$ cat config.mk
export PLATFORM = sky130hd
export DESIGN_NAME = trapezoid_rms_meter_flat
export DESIGN_NICKNAME = d
export VERILOG_FILES = /design/src/trm_pkg.sv /design/src/trm_req_if.sv /design/src/trm_rsp_if.sv /design/src/trm_ctrl.sv /design/src/trm_datapath.sv /design/src/trapezoid_rms_meter.sv /design/src/flat_wrapper.sv
export SDC_FILE = /design/constraint.sdc
export NUM_CORES = 2
export LEC_CHECK = 0
export CORE_MARGIN = 2
export CORE_UTILIZATION = 32
export DETAILED_ROUTE_END_ITERATION = 7
export DONT_BUFFER_PORTS = 1
export GPL_TIMING_DRIVEN = 0
export PLACE_DENSITY_LB_ADDON = 0.12
export SYNTH_ARGS = -nofsm -noshare
export SYNTH_HDL_FRONTEND = slang
export SYNTH_SLANG_ARGS = --single-unit
$ cat constraint.sdc
create_clock -name clock -period 7.92 [get_ports clock]
set_input_delay 0 -clock clock [delete_from_list [all_inputs] [get_ports clock]]
set_output_delay 0 -clock clock [all_outputs]
set_load 0.03 [all_outputs]
$ cat src/trm_pkg.sv
// trm_pkg: shared constants, state and step codes, and the command and status
// structs that join the trapezoid rms controller and datapath
// depends on nothing
`default_nettype none

package trm_pkg;

   localparam int SIGNAL_BITS_DEF = 16;
   localparam int INDEP_BITS_DEF  = 24;

   localparam int SUM_BITS    = 64;
   localparam int WIN_BITS    = 40;
   localparam int ROOT_BITS   = SUM_BITS / 2;
   localparam int PCOUNT_BITS = 2;
   localparam int ITER_BITS   = $clog2(SUM_BITS);

   typedef enum logic [3:0] {
      ST_IDLE,
      ST_SQ_CUR,
      ST_SQ_PREV,
      ST_SQ_SUM,
      ST_MUL_LO,
      ST_MUL_HI,
      ST_PROD_SUM,
      ST_COMMIT,
      ST_CHECK,
      ST_DIV,
      ST_ROOT,
      ST_OUT
   } state_type;

   typedef enum logic [3:0] {
      STEP_NONE,
      STEP_LOAD,
      STEP_SQ_CUR,
      STEP_SQ_PREV,
      STEP_SQ_SUM,
      STEP_MUL_LO,
      STEP_MUL_HI,
      STEP_PROD_SUM,
      STEP_COMMIT,
      STEP_CHECK,
      STEP_DIV,
      STEP_ROOT,
      STEP_OUT
   } step_type;

   typedef struct packed {
      step_type step;
   } cmd_type;

   typedef struct packed {
      logic first;
      logic window_end;
      logic result_ok;
      logic out_free;
   } status_type;

endpackage

`default_nettype wire

$ cat src/trm_req_if.sv
// trm_req_if: sample channel, valid/ready handshake with the sample payload
// depends on trm_pkg for default widths
`default_nettype none

interface trm_req_if #(
   parameter int INDEP_BITS  = trm_pkg::INDEP_BITS_DEF,
   parameter int SIGNAL_BITS = trm_pkg::SIGNAL_BITS_DEF
);
   logic                          valid;
   logic                          ready;
   logic signed [INDEP_BITS-1:0]  indep_val;
   logic signed [SIGNAL_BITS-1:0] signal_val;
   logic                          window_start;
   logic                          window_end;

   modport source (output valid, indep_val, signal_val, window_start, window_end,
                   input ready);
   modport sink (input valid, indep_val, signal_val, window_start, window_end,
                 output ready);
endinterface

`default_nettype wire

$ cat src/trm_rsp_if.sv
// trm_rsp_if: result channel, valid/ready handshake with the rms payload
// depends on trm_pkg for default widths
`default_nettype none

interface trm_rsp_if #(
   parameter int SIGNAL_BITS = trm_pkg::SIGNAL_BITS_DEF
);
   logic                   valid;
   logic                   ready;
   logic [SIGNAL_BITS-1:0] rms_val;
   logic                   rms_valid;

   modport source (output valid, rms_val, rms_valid, input ready);
   modport sink (input valid, rms_val, rms_valid, output ready);
endinterface

`default_nettype wire

$ cat src/trm_ctrl.sv
// trm_ctrl: sequencer for the trapezoid rms meter, steps the shared multiplier,
// divider and root iterations; depends on trm_pkg
`default_nettype none

module trm_ctrl (
   input  logic                clock,
   input  logic                reset,
   input  logic                req_valid,
   output logic                req_ready,
   input  trm_pkg::status_type status,
   output trm_pkg::cmd_type    cmd
);

   localparam int ITER_BITS = trm_pkg::ITER_BITS;

   trm_pkg::state_type   state_ff, state_in;
   logic [ITER_BITS-1:0] iter_ff, iter_in;

   always_ff @(posedge clock) begin
      if (reset) begin
         state_ff <= trm_pkg::ST_IDLE;
         iter_ff  <= '0;
      end else begin
         state_ff <= state_in;
         iter_ff  <= iter_in;
      end
   end

   always_comb begin : next_state
      state_in = state_ff;
      iter_in  = iter_ff;
      unique case (state_ff)
         trm_pkg::ST_IDLE: begin
            if (req_valid) state_in = trm_pkg::ST_SQ_CUR;
         end
         trm_pkg::ST_SQ_CUR: begin
            // opening sample of a window only records
            state_in = status.first ? trm_pkg::ST_COMMIT : trm_pkg::ST_SQ_PREV;
         end
         trm_pkg::ST_SQ_PREV:  state_in = trm_pkg::ST_SQ_SUM;
         trm_pkg::ST_SQ_SUM:   state_in = trm_pkg::ST_MUL_LO;
         trm_pkg::ST_MUL_LO:   state_in = trm_pkg::ST_MUL_HI;
         trm_pkg::ST_MUL_HI:   state_in = trm_pkg::ST_PROD_SUM;
         trm_pkg::ST_PROD_SUM: state_in = trm_pkg::ST_COMMIT;
         trm_pkg::ST_COMMIT: begin
            state_in = status.window_end ? trm_pkg::ST_CHECK : trm_pkg::ST_IDLE;
         end
         trm_pkg::ST_CHECK: begin
            if (status.result_ok) begin
               state_in = trm_pkg::ST_DIV;
               iter_in  = ITER_BITS'(trm_pkg::SUM_BITS - 1);
            end else begin
               state_in = trm_pkg::ST_OUT;
            end
         end
         trm_pkg::ST_DIV: begin
            if (iter_ff == '0) begin
               state_in = trm_pkg::ST_ROOT;
               iter_in  = ITER_BITS'(trm_pkg::ROOT_BITS - 1);
            end else begin
               iter_in = iter_ff - ITER_BITS'(1);
            end
         end
         trm_pkg::ST_ROOT: begin
            if (iter_ff == '0) begin
               state_in = trm_pkg::ST_OUT;
            end else begin
               iter_in = iter_ff - ITER_BITS'(1);
            end
         end
         trm_pkg::ST_OUT: begin
            if (status.out_free) state_in = trm_pkg::ST_IDLE;
         end
         default: state_in = trm_pkg::ST_IDLE;
      endcase
   end

   always_comb begin : outputs
      req_ready = (state_ff == trm_pkg::ST_IDLE);
      cmd.step  = trm_pkg::STEP_NONE;
      unique case (state_ff)
         trm_pkg::ST_IDLE: begin
            if (req_valid) cmd.step = trm_pkg::STEP_LOAD;
         end
         trm_pkg::ST_SQ_CUR:   cmd.step = trm_pkg::STEP_SQ_CUR;
         trm_pkg::ST_SQ_PREV:  cmd.step = trm_pkg::STEP_SQ_PREV;
         trm_pkg::ST_SQ_SUM:   cmd.step = trm_pkg::STEP_SQ_SUM;
         trm_pkg::ST_MUL_LO:   cmd.step = trm_pkg::STEP_MUL_LO;
         trm_pkg::ST_MUL_HI:   cmd.step = trm_pkg::STEP_MUL_HI;
         trm_pkg::ST_PROD_SUM: cmd.step = trm_pkg::STEP_PROD_SUM;
         trm_pkg::ST_COMMIT:   cmd.step = trm_pkg::STEP_COMMIT;
         trm_pkg::ST_CHECK:    cmd.step = trm_pkg::STEP_CHECK;
         trm_pkg::ST_DIV:      cmd.step = trm_pkg::STEP_DIV;
         trm_pkg::ST_ROOT:     cmd.step = trm_pkg::STEP_ROOT;
         trm_pkg::ST_OUT: begin
            if (status.out_free) cmd.step = trm_pkg::STEP_OUT;
         end
         default: cmd.step = trm_pkg::STEP_NONE;
      endcase
   end

`ifndef SYNTHESIS
   a_accept_starts: assert property (@(posedge clock) disable iff (reset)
      (req_valid && req_ready) |=> state_ff == trm_pkg::ST_SQ_CUR)
      else $error("accepted sample did not start the square step");

   a_div_to_root: assert property (@(posedge clock) disable iff (reset)
      (state_ff == trm_pkg::ST_DIV && iter_ff == '0)
      |=> (state_ff == trm_pkg::ST_ROOT && iter_ff == ITER_BITS'(trm_pkg::ROOT_BITS - 1)))
      else $error("divider did not hand over to the root iterations");

   a_mid_window_free: assert property (@(posedge clock) disable iff (reset)
      (state_ff == trm_pkg::ST_COMMIT && !status.window_end) |=> req_ready)
      else $error("input not free after a mid-window sample");
`endif

endmodule

`default_nettype wire

$ cat src/trm_datapath.sv
// trm_datapath: window accumulators, shared multiplier, restoring divider,
// digit-by-digit square root and result register; depends on trm_pkg
`default_nettype none

module trm_datapath #(
   parameter int SIGNAL_BITS = trm_pkg::SIGNAL_BITS_DEF,
   parameter int INDEP_BITS  = trm_pkg::INDEP_BITS_DEF
) (
   input  logic                          clock,
   input  logic                          reset,
   input  trm_pkg::cmd_type              cmd,
   output trm_pkg::status_type           status,
   input  logic signed [INDEP_BITS-1:0]  req_indep_val,
   input  logic signed [SIGNAL_BITS-1:0] req_signal_val,
   input  logic                          req_window_start,
   input  logic                          req_window_end,
   output logic                          rsp_valid,
   input  logic                          rsp_ready,
   output logic [SIGNAL_BITS-1:0]        rsp_rms_val,
   output logic                          rsp_rms_valid
);

   localparam int SUM_BITS    = trm_pkg::SUM_BITS;
   localparam int WIN_BITS    = trm_pkg::WIN_BITS;
   localparam int ROOT_BITS   = trm_pkg::ROOT_BITS;
   localparam int PCOUNT_BITS = trm_pkg::PCOUNT_BITS;
   localparam int DX_BITS     = INDEP_BITS + 1;
   localparam int MA_BITS     = (DX_BITS > SIGNAL_BITS) ? DX_BITS : SIGNAL_BITS;
   localparam int MW_BITS     = MA_BITS + SIGNAL_BITS;
   localparam int SQ_BITS     = 2 * SIGNAL_BITS;
   localparam int PW_BITS     = DX_BITS + SQ_BITS;
   localparam int PRW_BITS    = (PW_BITS > SUM_BITS) ? PW_BITS : SUM_BITS;
   localparam int WW_BITS     = ((WIN_BITS > DX_BITS) ? WIN_BITS : DX_BITS) + 1;
   localparam int DEN_BITS    = WIN_BITS + 1;
   localparam int RREM_BITS   = ROOT_BITS + 2;

   localparam logic signed [SUM_BITS-1:0] SUM_MAX = {1'b0, {(SUM_BITS-1){1'b1}}};
   localparam logic signed [SUM_BITS-1:0] SUM_MIN = {1'b1, {(SUM_BITS-1){1'b0}}};
   localparam logic signed [WIN_BITS-1:0] WIN_MAX = {1'b0, {(WIN_BITS-1){1'b1}}};
   localparam logic signed [WIN_BITS-1:0] WIN_MIN = {1'b1, {(WIN_BITS-1){1'b0}}};
   localparam logic [ROOT_BITS-1:0] FULL_SCALE = ROOT_BITS'(1) << (SIGNAL_BITS - 1);

   // window state, cleared by reset
   logic signed [INDEP_BITS-1:0]  prev_indep_ff, prev_indep_in;
   logic signed [SIGNAL_BITS-1:0] prev_signal_ff, prev_signal_in;
   logic signed [SUM_BITS-1:0]    sum_ff, sum_in;
   logic signed [WIN_BITS-1:0]    win_ff, win_in;
   logic [PCOUNT_BITS-1:0]        pcount_ff, pcount_in;
   logic                          started_ff, started_in;
   logic                          first_ff, first_in;
   logic                          wend_ff, wend_in;
   logic                          result_ok_ff, result_ok_in;
   logic                          pending_ff, pending_in;

   // working registers
   logic signed [INDEP_BITS-1:0]  cur_indep_ff, cur_indep_in;
   logic signed [SIGNAL_BITS-1:0] cur_signal_ff, cur_signal_in;
   logic signed [DX_BITS-1:0]     dx_ff, dx_in;
   logic [MW_BITS-1:0]            mul_ff, mul_in;
   logic [SQ_BITS-1:0]            sq_ff, sq_in;
   logic [PW_BITS-1:0]            prod_ff, prod_in;
   logic [SUM_BITS-1:0]           dvd_ff, dvd_in;
   logic [DEN_BITS-1:0]           rem_ff, rem_in;
   logic [DEN_BITS-1:0]           den_ff, den_in;
   logic [ROOT_BITS-1:0]          root_ff, root_in;
   logic [RREM_BITS-1:0]          rrem_ff, rrem_in;
   logic [SIGNAL_BITS-1:0]        rms_ff, rms_in;
   logic                          rms_ok_ff, rms_ok_in;

   // magnitudes
   logic [SIGNAL_BITS-1:0] cur_mag, prev_mag;
   logic [DX_BITS-1:0]     dx_mag;
   logic [SUM_BITS-1:0]    sum_mag;
   logic [WIN_BITS-1:0]    win_mag;

   assign cur_mag  = cur_signal_ff[SIGNAL_BITS-1] ? SIGNAL_BITS'(-cur_signal_ff)
                                                  : SIGNAL_BITS'(cur_signal_ff);
   assign prev_mag = prev_signal_ff[SIGNAL_BITS-1] ? SIGNAL_BITS'(-prev_signal_ff)
                                                   : SIGNAL_BITS'(prev_signal_ff);
   assign dx_mag   = dx_ff[DX_BITS-1] ? DX_BITS'(-dx_ff) : DX_BITS'(dx_ff);
   assign sum_mag  = sum_ff[SUM_BITS-1] ? SUM_BITS'(-sum_ff) : SUM_BITS'(sum_ff);
   assign win_mag  = win_ff[WIN_BITS-1] ? WIN_BITS'(-win_ff) : WIN_BITS'(win_ff);

   // result validity from the committed window state
   logic result_ok_now;

   assign result_ok_now = started_ff && (pcount_ff >= PCOUNT_BITS'(2)) && (win_ff != '0)
                          && !((sum_ff != '0)
                               && (sum_ff[SUM_BITS-1] != win_ff[WIN_BITS-1]));

   // shared multiplier: squares, then |dx| times the two halves of the square sum
   logic [MA_BITS-1:0]     mul_a;
   logic [SIGNAL_BITS-1:0] mul_b;
   logic [MW_BITS-1:0]     mul_prod;

   always_comb begin
      unique case (cmd.step)
         trm_pkg::STEP_SQ_CUR: begin
            mul_a = MA_BITS'(cur_mag);
            mul_b = cur_mag;
         end
         trm_pkg::STEP_SQ_PREV: begin
            mul_a = MA_BITS'(prev_mag);
            mul_b = prev_mag;
         end
         trm_pkg::STEP_MUL_LO: begin
            mul_a = MA_BITS'(dx_mag);
            mul_b = sq_ff[SIGNAL_BITS-1:0];
         end
         trm_pkg::STEP_MUL_HI: begin
            mul_a = MA_BITS'(dx_mag);
            mul_b = sq_ff[SQ_BITS-1:SIGNAL_BITS];
         end
         default: begin
            mul_a = '0;
            mul_b = '0;
         end
      endcase
   end

   assign mul_prod = MW_BITS'(mul_a) * MW_BITS'(mul_b);

   // trapezoid term, saturated magnitude with the sign of dx
   logic [PRW_BITS-1:0]       prod_wide;
   logic [SUM_BITS-2:0]       term_mag;
   logic signed [SUM_BITS:0]  term_pos, term, sum_wide;
   logic signed [SUM_BITS-1:0] sum_sat;

   assign prod_wide = PRW_BITS'(prod_ff);
   assign term_mag  = (|prod_wide[PRW_BITS-1:SUM_BITS-1]) ? '1 : prod_wide[SUM_BITS-2:0];
   assign term_pos  = {2'b00, term_mag};
   assign term      = dx_ff[DX_BITS-1] ? -term_pos : term_pos;
   assign sum_wide  = (SUM_BITS+1)'(sum_ff) + term;

   always_comb begin
      if (sum_wide[SUM_BITS] != sum_wide[SUM_BITS-1]) begin
         sum_sat = sum_wide[SUM_BITS] ? SUM_MIN : SUM_MAX;
      end else begin
         sum_sat = sum_wide[SUM_BITS-1:0];
      end
   end

   // window length, saturating
   logic signed [WW_BITS-1:0]  win_wide;
   logic signed [WIN_BITS-1:0] win_low, win_sat;

   assign win_wide = WW_BITS'(win_ff) + WW_BITS'(dx_ff);
   assign win_low  = win_wide[WIN_BITS-1:0];

   always_comb begin
      if (WW_BITS'(win_low) == win_wide) begin
         win_sat = win_low;
      end else begin
         win_sat = win_wide[WW_BITS-1] ? WIN_MIN : WIN_MAX;
      end
   end

   // restoring divider, one quotient bit a step
   logic [DEN_BITS:0] rem_sh, rem_diff;
   logic              div_ge;

   assign rem_sh   = {rem_ff, dvd_ff[SUM_BITS-1]};
   assign rem_diff = rem_sh - {1'b0, den_ff};
   assign div_ge   = rem_sh >= {1'b0, den_ff};

   // square root, two radicand bits a step
   logic [RREM_BITS+1:0] rrem_sh, root_trial, rrem_diff;
   logic                 root_ge;

   assign rrem_sh    = {rrem_ff, dvd_ff[SUM_BITS-1:SUM_BITS-2]};
   assign root_trial = {2'b00, root_ff, 2'b01};
   assign rrem_diff  = rrem_sh - root_trial;
   assign root_ge    = rrem_sh >= root_trial;

   always_comb begin
      prev_indep_in  = prev_indep_ff;
      prev_signal_in = prev_signal_ff;
      sum_in         = sum_ff;
      win_in         = win_ff;
      pcount_in      = pcount_ff;
      started_in     = started_ff;
      first_in       = first_ff;
      wend_in        = wend_ff;
      result_ok_in   = result_ok_ff;
      cur_indep_in   = cur_indep_ff;
      cur_signal_in  = cur_signal_ff;
      dx_in          = dx_ff;
      mul_in         = mul_ff;
      sq_in          = sq_ff;
      prod_in        = prod_ff;
      dvd_in         = dvd_ff;
      rem_in         = rem_ff;
      den_in         = den_ff;
      root_in        = root_ff;
      rrem_in        = rrem_ff;
      rms_in         = rms_ff;
      rms_ok_in      = rms_ok_ff;

      unique case (cmd.step)
         trm_pkg::STEP_LOAD: begin
            cur_indep_in  = req_indep_val;
            cur_signal_in = req_signal_val;
            dx_in         = DX_BITS'(req_indep_val) - DX_BITS'(prev_indep_ff);
            first_in      = req_window_start || !started_ff;
            wend_in       = req_window_end;
            if (req_window_start) begin
               sum_in     = '0;
               win_in     = '0;
               pcount_in  = '0;
               started_in = 1'b0;
            end
         end
         trm_pkg::STEP_SQ_CUR: begin
            mul_in = mul_prod;
         end
         trm_pkg::STEP_SQ_PREV: begin
            mul_in = mul_prod;
            sq_in  = mul_ff[SQ_BITS-1:0];
         end
         trm_pkg::STEP_SQ_SUM: begin
            sq_in = sq_ff + mul_ff[SQ_BITS-1:0];
         end
         trm_pkg::STEP_MUL_LO: begin
            mul_in = mul_prod;
         end
         trm_pkg::STEP_MUL_HI: begin
            mul_in  = mul_prod;
            prod_in = PW_BITS'(mul_ff);
         end
         trm_pkg::STEP_PROD_SUM: begin
            prod_in = prod_ff + (PW_BITS'(mul_ff) << SIGNAL_BITS);
         end
         trm_pkg::STEP_COMMIT: begin
            if (first_ff) begin
               started_in = 1'b1;
               pcount_in  = PCOUNT_BITS'(1);
            end else begin
               sum_in = sum_sat;
               win_in = win_sat;
               if (pcount_ff != '1) pcount_in = pcount_ff + PCOUNT_BITS'(1);
            end
            prev_indep_in  = cur_indep_ff;
            prev_signal_in = cur_signal_ff;
         end
         trm_pkg::STEP_CHECK: begin
            result_ok_in = result_ok_now;
            dvd_in  = sum_mag;
            rem_in  = '0;
            den_in  = {win_mag, 1'b0};
            root_in = '0;
            rrem_in = '0;
         end
         trm_pkg::STEP_DIV: begin
            rem_in = div_ge ? rem_diff[DEN_BITS-1:0] : rem_sh[DEN_BITS-1:0];
            dvd_in = {dvd_ff[SUM_BITS-2:0], div_ge};
         end
         trm_pkg::STEP_ROOT: begin
            rrem_in = root_ge ? rrem_diff[RREM_BITS-1:0] : rrem_sh[RREM_BITS-1:0];
            root_in = {root_ff[ROOT_BITS-2:0], root_ge};
            dvd_in  = {dvd_ff[SUM_BITS-3:0], 2'b00};
         end
         trm_pkg::STEP_OUT: begin
            if (!result_ok_ff) begin
               rms_in = '0;
            end else if (root_ff > FULL_SCALE) begin
               rms_in = SIGNAL_BITS'(FULL_SCALE);
            end else begin
               rms_in = SIGNAL_BITS'(root_ff);
            end
            rms_ok_in = result_ok_ff;
         end
         default: begin
         end
      endcase
   end

   always_comb begin
      if (cmd.step == trm_pkg::STEP_OUT) begin
         pending_in = 1'b1;
      end else if (rsp_ready) begin
         pending_in = 1'b0;
      end else begin
         pending_in = pending_ff;
      end
   end

   always_ff @(posedge clock) begin
      if (reset) begin
         prev_indep_ff  <= '0;
         prev_signal_ff <= '0;
         sum_ff         <= '0;
         win_ff         <= '0;
         pcount_ff      <= '0;
         started_ff     <= 1'b0;
         first_ff       <= 1'b0;
         wend_ff        <= 1'b0;
         result_ok_ff   <= 1'b0;
         pending_ff     <= 1'b0;
      end else begin
         prev_indep_ff  <= prev_indep_in;
         prev_signal_ff <= prev_signal_in;
         sum_ff         <= sum_in;
         win_ff         <= win_in;
         pcount_ff      <= pcount_in;
         started_ff     <= started_in;
         first_ff       <= first_in;
         wend_ff        <= wend_in;
         result_ok_ff   <= result_ok_in;
         pending_ff     <= pending_in;
      end
   end

   always_ff @(posedge clock) begin
      cur_indep_ff  <= cur_indep_in;
      cur_signal_ff <= cur_signal_in;
      dx_ff         <= dx_in;
      mul_ff        <= mul_in;
      sq_ff         <= sq_in;
      prod_ff       <= prod_in;
      dvd_ff        <= dvd_in;
      rem_ff        <= rem_in;
      den_ff        <= den_in;
      root_ff       <= root_in;
      rrem_ff       <= rrem_in;
      rms_ff        <= rms_in;
      rms_ok_ff     <= rms_ok_in;
   end

   assign status.first      = first_ff;
   assign status.window_end = wend_ff;
   assign status.result_ok  = result_ok_now;
   assign status.out_free   = !pending_ff || rsp_ready;

   assign rsp_valid     = pending_ff;
   assign rsp_rms_val   = rms_ff;
   assign rsp_rms_valid = rms_ok_ff;

`ifndef SYNTHESIS
   a_div_rem_bound: assert property (@(posedge clock) disable iff (reset)
      cmd.step == trm_pkg::STEP_DIV |-> rem_ff < den_ff)
      else $error("divider remainder not below divisor");

   a_root_rem_bound: assert property (@(posedge clock) disable iff (reset)
      cmd.step == trm_pkg::STEP_ROOT |-> rrem_ff <= {1'b0, root_ff, 1'b0})
      else $error("root remainder above twice the partial root");

   a_commit_opens: assert property (@(posedge clock) disable iff (reset)
      cmd.step == trm_pkg::STEP_COMMIT |=> (started_ff && pcount_ff != '0))
      else $error("window not open after a committed sample");
`endif

endmodule

`default_nettype wire

$ cat src/trapezoid_rms_meter.sv
// trapezoid_rms_meter: true rms of a sampled signal over a window, by
// trapezoidal integration; depends on trm_pkg, trm_req_if, trm_rsp_if,
// trm_ctrl and trm_datapath
//
//   channel   dir  payload                                          transfer when
//   req_chan  in   indep_val, signal_val, window_start, window_end  valid && ready
//   rsp_chan  out  rms_val, rms_valid                               valid && ready
//
// sequence: the opening sample of a window only records; for every later sample
//   the shared multiplier forms two squares and then |dx| times the square sum
//   in two halves; a sample marked window_end then runs the check, the 64-step
//   restoring divider, the 32-step square root and the output step when the
//   result is valid, and only the check and the output step when it is not
// reset: synchronous; sums, window length and point count clear, and the
//   first sample after reset only records, as for an opened window
// stalls: a result waits in the output register while the next sample is
//   taken; a second result waits in the sequencer until the first is taken
`default_nettype none

module trapezoid_rms_meter #(
   parameter int SIGNAL_BITS = trm_pkg::SIGNAL_BITS_DEF,
   parameter int INDEP_BITS  = trm_pkg::INDEP_BITS_DEF
) (
   input logic       clock,
   input logic       reset,
   trm_req_if.sink   req_chan,
   trm_rsp_if.source rsp_chan
);

   // command and status between sequencer and datapath
   trm_pkg::cmd_type    cmd;
   trm_pkg::status_type status;

   logic                   req_ready;
   logic                   rsp_valid;
   logic [SIGNAL_BITS-1:0] rsp_rms_val;
   logic                   rsp_rms_valid;

   // sequencer: owns the input handshake and the iteration counter
   trm_ctrl u_ctrl (
      .clock     (clock),
      .reset     (reset),
      .req_valid (req_chan.valid),
      .req_ready (req_ready),
      .status    (status),
      .cmd       (cmd)
   );

   // datapath: accumulators, multiplier, divider, root and result register
   trm_datapath #(
      .SIGNAL_BITS (SIGNAL_BITS),
      .INDEP_BITS  (INDEP_BITS)
   ) u_datapath (
      .clock            (clock),
      .reset            (reset),
      .cmd              (cmd),
      .status           (status),
      .req_indep_val    (req_chan.indep_val),
      .req_signal_val   (req_chan.signal_val),
      .req_window_start (req_chan.window_start),
      .req_window_end   (req_chan.window_end),
      .rsp_valid        (rsp_valid),
      .rsp_ready        (rsp_chan.ready),
      .rsp_rms_val      (rsp_rms_val),
      .rsp_rms_valid    (rsp_rms_valid)
   );

   // channel hookup
   assign req_chan.ready     = req_ready;
   assign rsp_chan.valid     = rsp_valid;
   assign rsp_chan.rms_val   = rsp_rms_val;
   assign rsp_chan.rms_valid = rsp_rms_valid;

endmodule

`default_nettype wire
$ cat src/flat_wrapper.sv
// flat-port wrapper written by rule: the top's interface ports become plain ports
module trapezoid_rms_meter_flat 
#(
   parameter int SIGNAL_BITS = trm_pkg::SIGNAL_BITS_DEF,
   parameter int INDEP_BITS  = trm_pkg::INDEP_BITS_DEF
)
  (clock, reset, req_chan_valid, req_chan_indep_val, req_chan_signal_val, req_chan_window_start, req_chan_window_end, req_chan_ready, rsp_chan_valid, rsp_chan_rms_val, rsp_chan_rms_valid, rsp_chan_ready);
  trm_req_if #(.INDEP_BITS(INDEP_BITS), .SIGNAL_BITS(SIGNAL_BITS)) req_chan_i ();
  trm_rsp_if #(.SIGNAL_BITS(SIGNAL_BITS)) rsp_chan_i ();
  input logic clock;
  input logic reset;
  input wire logic [$bits(req_chan_i.valid)-1:0] req_chan_valid;
  input wire logic [$bits(req_chan_i.indep_val)-1:0] req_chan_indep_val;
  input wire logic [$bits(req_chan_i.signal_val)-1:0] req_chan_signal_val;
  input wire logic [$bits(req_chan_i.window_start)-1:0] req_chan_window_start;
  input wire logic [$bits(req_chan_i.window_end)-1:0] req_chan_window_end;
  output wire logic [$bits(req_chan_i.ready)-1:0] req_chan_ready;
  output wire logic [$bits(rsp_chan_i.valid)-1:0] rsp_chan_valid;
  output wire logic [$bits(rsp_chan_i.rms_val)-1:0] rsp_chan_rms_val;
  output wire logic [$bits(rsp_chan_i.rms_valid)-1:0] rsp_chan_rms_valid;
  input wire logic [$bits(rsp_chan_i.ready)-1:0] rsp_chan_ready;
  assign req_chan_i.valid = req_chan_valid;
  assign req_chan_i.indep_val = req_chan_indep_val;
  assign req_chan_i.signal_val = req_chan_signal_val;
  assign req_chan_i.window_start = req_chan_window_start;
  assign req_chan_i.window_end = req_chan_window_end;
  assign req_chan_ready = req_chan_i.ready;
  assign rsp_chan_valid = rsp_chan_i.valid;
  assign rsp_chan_rms_val = rsp_chan_i.rms_val;
  assign rsp_chan_rms_valid = rsp_chan_i.rms_valid;
  assign rsp_chan_i.ready = rsp_chan_ready;
  trapezoid_rms_meter #(.SIGNAL_BITS(SIGNAL_BITS), .INDEP_BITS(INDEP_BITS)) u_core (.clock(clock), .reset(reset), .req_chan(req_chan_i), .rsp_chan(rsp_chan_i));
endmodule
## After elaboration in Yosys (flattened, before gate mapping)

Cells that the tools add are included.

| word-level totals | value |
|---|---|
| output and inout port bits | 19 |
| register bits | 584 |
| input bits | 46 |

| operators by class | value |
|---|---|
| bitwise logic cells | 1 |
| multiply operators | 1 |
| muxes and demuxes | 51 |
| magnitude comparators | 4 |
| reductions and logical operators | 29 |
| equal/unequal tests | 37 |
| add/sub/neg operators | 15 |

Operators by type and width:

| kind | number |
|---|---|
| $mux W64 | 5 |
| $pmux W64 S3 | 1 |
| $mux W40 | 4 |
| $pmux W32 S2 | 2 |
| $pmux W64 S2 | 1 |
| $pmux W57 S2 | 1 |
| $pmux W4 S12 | 2 |
| $pmux W41 S2 | 1 |
| $pmux W40 S2 | 1 |
| $pmux W25 S3 | 1 |
| $pmux W34 S2 | 1 |
| $add A64 B65 Y65 | 1 |
| $mux W65 | 1 |
| $neg A57 Y65 | 1 |
| $neg A64 Y64 | 1 |
| $pmux W16 S4 | 1 |
| $reduce_bool A64 Y1 | 1 |
| $add A57 B57 Y57 | 1 |
| $mux W16 | 3 |
| $ge A42 B41 Y1 | 1 |
| $add A40 B25 Y41 | 1 |
| $mul A25 B16 Y41 | 1 |
| $mux W41 | 1 |
| $sub A41 B41 Y41 | 1 |
| other kinds (44) | 103 |

## Longest topological paths before layout

| depth | value |
|---|---|
| word-level depth | 8 |
| mapped depth | 35 |
| depth with buffers taken out | 34 |

## Hierarchy

Synthesis repeated with hierarchy kept, for this count alone.

| second synthesis, totals | value |
|---|---|
| cell total of the unflattened synthesis | 6195 |
| area total of the unflattened synthesis | 54418.4 um^2 |

Modules (own cells, without submodules):

| module | cells each | instances | area an instance (um^2) |
|---|---|---|---|
| trm_datapath | 6090 | 1 | 53650.2 |
| trm_ctrl | 105 | 1 | 768.2 |

## Least setup slack after synthesis

No wires, ideal clock.

| timing | value |
|---|---|
| path kind | reg-to-reg |
| from | register u_core.u_datapath.dx_ff[1] |
| to | register u_core.u_datapath.mul_ff[39], data pin |
| arrival | 8229 ps |
| setup slack | -567 ps |
| setup time | 258 ps |
| stages on the path, launching flop included | 34 |
| cells stage by stage | edfxtp_1 > inv_1 > ha_1 > nand2_1 > or3_1 > nand2b_1 > or3_1 > o41ai_1 > xor2_1 > nor2_1 > clkbuf_1 > nand2_1 > fa_1 > fa_1 > fa_1 > inv_1 > fa_1 > fa_1 > inv_1 > fa_1 > inv_1 > ha_1 > a21oi_1 > o21ai_0 > a21o_1 > and3_1 > a2111oi_0 > a21oi_1 > o21ai_0 > o21ai_0 > o41ai_1 > o21bai_1 > a21oi_1 > xnor2_1 |

| on the way | value |
|---|---|
| longest elaborated chain between the ends | 4 |

Ends and longest elaborated chain:

| what | RTL line | RTL |
|---|---|---|
| start, declared | trm_datapath.sv:58 | `logic signed [DX_BITS-1:0] dx_ff, dx_in;` |
| start signal, assigned | trm_datapath.sv:316 | `dx_ff <= dx_in;` |
| $neg A25 Y25 | trm_datapath.sv:80 | `assign dx_mag = dx_ff[DX_BITS-1] ? DX_BITS'(-dx_ff) : DX_BITS'(dx_ff);` |
| $mux W25 * | trm_datapath.sv:80 |  |
| $pmux W25 S3 * | trm_datapath.sv:97 | `unique case (cmd.step)` |
| $mul A25 B16 Y41 * | trm_datapath.sv:121 | `assign mul_prod = MW_BITS'(mul_a) * MW_BITS'(mul_b);` |
| via u_core.u_datapath.mul_prod[39] | trm_datapath.sv:94 | `logic [MW_BITS-1:0] mul_prod;` |
| end signal, assigned | trm_datapath.sv:317 | `mul_ff <= mul_in;` |
| end, declared | trm_datapath.sv:59 | `logic [MW_BITS-1:0] mul_ff, mul_in;` |

The timed path passes the listed nets; every way through them passes the cells marked *.
A chain may end at the register's enable or synchronous reset.

## Worst setup path after layout

| timing | value |
|---|---|
| from | register u_core.u_datapath.dx_ff[0] |
| to | register u_core.u_datapath.mul_ff[39], data pin |

Same word-level chain as after synthesis.

==> results.md <==
- Status: finished, violations left
- Failing checks: setup timing
- Global-route usage over all layers: 0.206
- Clock skew after layout: 70.4 ps
- Crit path max-delay family: adder cells
- Cell accounting for the most synthesized area: sky130_fd_sc_hd__edfxtp_1
- Die Width: 411 um
- Worst endpoint data arrival time: a little under 9000 ps
- Worst slew margin relative to its limit: 0.0891
- Crit Path Category: reg2reg
- Cell at the slowest stage of the critical path: sky130_fd_sc_hd__nor3_1
- Clock sinks: slightly below 600
- Dominant synthesized flop cell: sky130_fd_sc_hd__edfxtp_1
- IO Port Bufs: 0
- Clock-pin slew reported for the worst setup and hold paths after clock tree synthesis: 60 ps
- Initial DRC Count: between 2000 and 3000
- Yosys top cell area share: 0.240
- Maximum number of pins on one net before global-route repair: 61
- DR DRC count: 0
- Worst path bufs/invs: 7
- Initial antenna violation count: 11
- Min Clock Period, post-route: 8540 ps
- Flip-flop and latch count after synthesis: roughly 580
- Syn Nets: between 6000 and 7000
- Yosys warning count: 0
- Clock tree from TritonCTS: yes
- Largest cells by area after synthesis: sky130_fd_sc_hd__edfxtp_1 24%, sky130_fd_sc_hd__fa_1 12%, sky130_fd_sc_hd__ha_1 9.3%
- Area after detailed placement: 56200 um^2
- Wire length of the first global-routing pass: around 270000 um
- Maximum root-to-sink buffer count: 3
- CTS root buf: sky130_fd_sc_hd__clkbuf_16
- Max-Cap Viols: 0
- Gate Count Post-Synth: 5936
- Half-perimeter wire length after detailed placement: ~140000 um
- Avg WL per Cell: 20.5 um
- Unrepaired setup endpoints after global routing: yes
- Largest stage delay on the critical path: 550 ps
- Leakage: 0.0262 uW
- Mean post-synth cell area: 8.92 um^2
- I/O pin cnt: 65
- Setup Total Neg Slack: -4730 ps
- Die Footprint: 169000 um^2
- Number of H-tree levels: 3
- Routed Wire Length: 174000 um
- Sequential share of the synthesized area: 0.301
- Netlist cell types: 83
- Antenna-violating nets left: 0
- Initial core utilization: 0.322
- Die Height: 411 um
- Critical path data required time: between 8000 and 9000 ps
- Post-layout util: 0.383
- Setup slack after layout: -620 ps
- Worst Max-Slew Pin Slew: between 1000 and 1500 ps
- Number of vias per cell after detailed routing: 5.14
- GP Congestion: 0.881
- Cell row count: about 150
- Final Net Count: 7024
- Final Cell Area: 63100 um^2
- Ys async rst share: 0
- Insertion delay to the later sink of the worst-skew pair: 720 ps
- Sum of overflow across all layers after global routing: 0
- Final critical-path share of the clock period: 1.08
- R2r setup slk: -620 ps
- Total count of hold-check failures in the final report: 0
- Number of enable-type register cells in the synthesized netlist: 423
- Startpoint kind of the worst setup timing path: register
- Worst slack at placement: -3530 ps
- Critical Path Most Common Cell: sky130_fd_sc_hd__fa_1
- VDD IR max: roughly 0.26 mV
- Number of pins exceeding their max-slew limit in the final report: 0
- Sort of element at the end of the critical path: register
- Share of final-layout standard cells stronger than drive strength 1: 0.117
- Layout overhead on the synthesized area: 19.3%
- Maximum clock rate: about 120 MHz
- Maximum fanout count along the critical path: 5
- Core Box Area: ~160000 um^2
- Setup violation total in the final timing report: 13
- Post-Synthesis Cell Area: around 53000 um^2
- Final total power: 15100 uW
- Detailed-route via count: 43700
- Via count of the first global-routing pass: around 44000
- Drt pass-1 iters: 5
- Classification of the worst-slack hold path: in2reg
- Power density over the cells: around 240 nW/um^2
- Inserted Clock Buffers: between 70 and 80
-- synthesized netlist by cell type (58+ instances only) --
cell and number:
sky130_fd_sc_hd__nand2_1 667, sky130_fd_sc_hd__inv_1 582, sky130_fd_sc_hd__nor2_1 532, sky130_fd_sc_hd__o21ai_0 424
sky130_fd_sc_hd__edfxtp_1 423, sky130_fd_sc_hd__ha_1 395, sky130_fd_sc_hd__a21oi_1 346, sky130_fd_sc_hd__fa_1 326
sky130_fd_sc_hd__xnor2_1 265, sky130_fd_sc_hd__clkbuf_1 212, sky130_fd_sc_hd__xor2_1 210, sky130_fd_sc_hd__dfxtp_1 161
sky130_fd_sc_hd__a21o_1 154, sky130_fd_sc_hd__nor3_1 93, sky130_fd_sc_hd__nand3_1 81, sky130_fd_sc_hd__o31ai_1 79
sky130_fd_sc_hd__a22oi_1 72, sky130_fd_sc_hd__mux2i_1 61, sky130_fd_sc_hd__nand2b_1 58
-- layout make-up --
type | instances | area (um^2)
fillers | 16700 | 101000
multi-input cells | 4542 | 36000
flip-flops and latches | 584 | 15900
well taps | 2189 | 2740
repair buffers | 258 | 2430
inverters | 582 | 2190
clock buffers | 97 | 2110
plain buffers | 211 | 1140
clock inverters | 47 | 562
diodes | 4 | 10.0
-- path summary, 6_finish.rpt --
| path | startpoint | endpoint | cells past startpoint |
|---|---|---|---|
| hold reg to reg | u_core.u_datapath.prev_indep_ff[9] | u_core.u_datapath.prev_indep_ff[9] | 2 |
| hold / removal | req_chan_indep_val[3] | u_core.u_datapath.cur_indep_ff[3] | 1 |
| setup / recovery | u_core.u_datapath.dx_ff[0] | u_core.u_datapath.mul_ff[39] | 33 |
| setup reg to reg | u_core.u_datapath.dx_ff[0] | u_core.u_datapath.mul_ff[39] | 33 |
-- metal layers --
layer / global-route usage / wire length, um
met3: 0.0270 / 7460
met2: 0.340 / 81100
met5: 0 / 69
met1: 0.278 / 79800
met4: 0.0666 / 5890
-- timing repair --
item	in CTS	in global routing
cloned	0	0
endpoints found under the setup margin	94	82
hold buffers	73	0
pin swaps	106	130
hold endpoints to repair	82	0
gates resized for setup	393	147
buffers inserted	112	59
-- power by group --
group	total [uW]	internal (uW)	switching [uW]
registers	4200	3700	508
logic	7240	2970	4270
clock network	3700	2170	1530
total	15100	8840	6310
-- stage by stage --
stage / cells / hold slack (ps)
floorplan: 5936 / 95.6
global placement: 8125 / 98.9
detailed placement: 8140 / 98.9
CTS: 8454 / 20.4
global route: 8510 / 41.7
finish: 8514 / 57.3
-- placed cells by master, fill, tap and decap left out, types with 23 or more instances in the layout --
cell / synthesis / routed
sky130_fd_sc_hd__a211oi_1: 39 / 39
sky130_fd_sc_hd__buf_6: 0 / 28
sky130_fd_sc_hd__nand2_1: 667 / 646
sky130_fd_sc_hd__inv_1: 582 / 558
sky130_fd_sc_hd__xnor2_1: 265 / 252
sky130_fd_sc_hd__nor2_4: 0 / 33
sky130_fd_sc_hd__a31oi_1: 32 / 30
sky130_fd_sc_hd__nor4_1: 33 / 30
sky130_fd_sc_hd__o21bai_1: 52 / 49
sky130_fd_sc_hd__nand2b_1: 58 / 55
sky130_fd_sc_hd__dfxtp_1: 161 / 157
sky130_fd_sc_hd__buf_4: 0 / 146
sky130_fd_sc_hd__nor2_1: 532 / 484
sky130_fd_sc_hd__and3_1: 27 / 25
sky130_fd_sc_hd__o31ai_1: 79 / 70
sky130_fd_sc_hd__a22oi_1: 72 / 72
sky130_fd_sc_hd__nor2b_1: 48 / 47
sky130_fd_sc_hd__mux2i_1: 61 / 61
sky130_fd_sc_hd__or4_1: 26 / 25
sky130_fd_sc_hd__and2_1: 57 / 55
sky130_fd_sc_hd__or2_2: 41 / 32
sky130_fd_sc_hd__edfxtp_1: 423 / 423
sky130_fd_sc_hd__o21a_1: 49 / 49
sky130_fd_sc_hd__clkbuf_1: 212 / 146
sky130_fd_sc_hd__nand4_1: 37 / 37
sky130_fd_sc_hd__o41ai_1: 38 / 31
sky130_fd_sc_hd__o21ai_0: 424 / 407
sky130_fd_sc_hd__fa_1: 326 / 305
sky130_fd_sc_hd__or3_1: 43 / 38
sky130_fd_sc_hd__nor3_1: 93 / 87
sky130_fd_sc_hd__a21o_1: 154 / 154
sky130_fd_sc_hd__clkbuf_16: 0 / 82
sky130_fd_sc_hd__inv_2: 0 / 23
sky130_fd_sc_hd__a21oi_1: 346 / 327
sky130_fd_sc_hd__xor2_1: 210 / 197
sky130_fd_sc_hd__ha_1: 395 / 372
sky130_fd_sc_hd__dlygate4sd3_1: 0 / 73
sky130_fd_sc_hd__nand3_1: 81 / 73
-- state kept, by name, indices dropped and copies added, names as in the netlist, 2 cells and up --
register                          flops
u_core.u_datapath.prod_ff            57
u_core.u_datapath.cur_indep_ff       24
u_core.u_datapath.dx_ff              25
u_core.u_ctrl.state_ff                4
u_core.u_datapath.prev_indep_ff      24
u_core.u_datapath.rrem_ff            34
u_core.u_datapath.win_ff             40
u_core.u_datapath.mul_ff             41
u_core.u_datapath.sq_ff              32
u_core.u_datapath.root_ff            32
u_core.u_ctrl.iter_ff                 6
u_core.u_datapath.rsp_rms_val        16
u_core.u_datapath.den_ff             40
u_core.u_datapath.dvd_ff             64
u_core.u_datapath.sum_ff             64
u_core.u_datapath.cur_signal_ff      16
u_core.u_datapath.pcount_ff           2
u_core.u_datapath.rem_ff             41
u_core.u_datapath.prev_signal_ff     16
-- worst register-to-register path, delay by kind of cell (launching register included) --
family | cells | cell delay, ps
simple gates | 7 | 1860
buf+inv | 7 | 630
fa+ha+maj | 7 | 3250
flops | 1 | 510
xor+xnor | 2 | 300
compound gates | 10 | 1730
-- cell families (layout without fill, tap and decap cells) --
family / Yosys count / after routing / share of synthesized area
mux: 67 / 67 / 0.0128
compound gates: 1483 / 1483 / 0.178
flops: 584 / 584 / 0.301
fa+ha+maj: 725 / 725 / 0.217
buf+inv: 810 / 1195 / 0.0577
simple gates: 1791 / 1791 / 0.154
other cells: 0 / 4 / 0
xor+xnor: 476 / 476 / 0.0789
(Power assumes the default switching activity.)
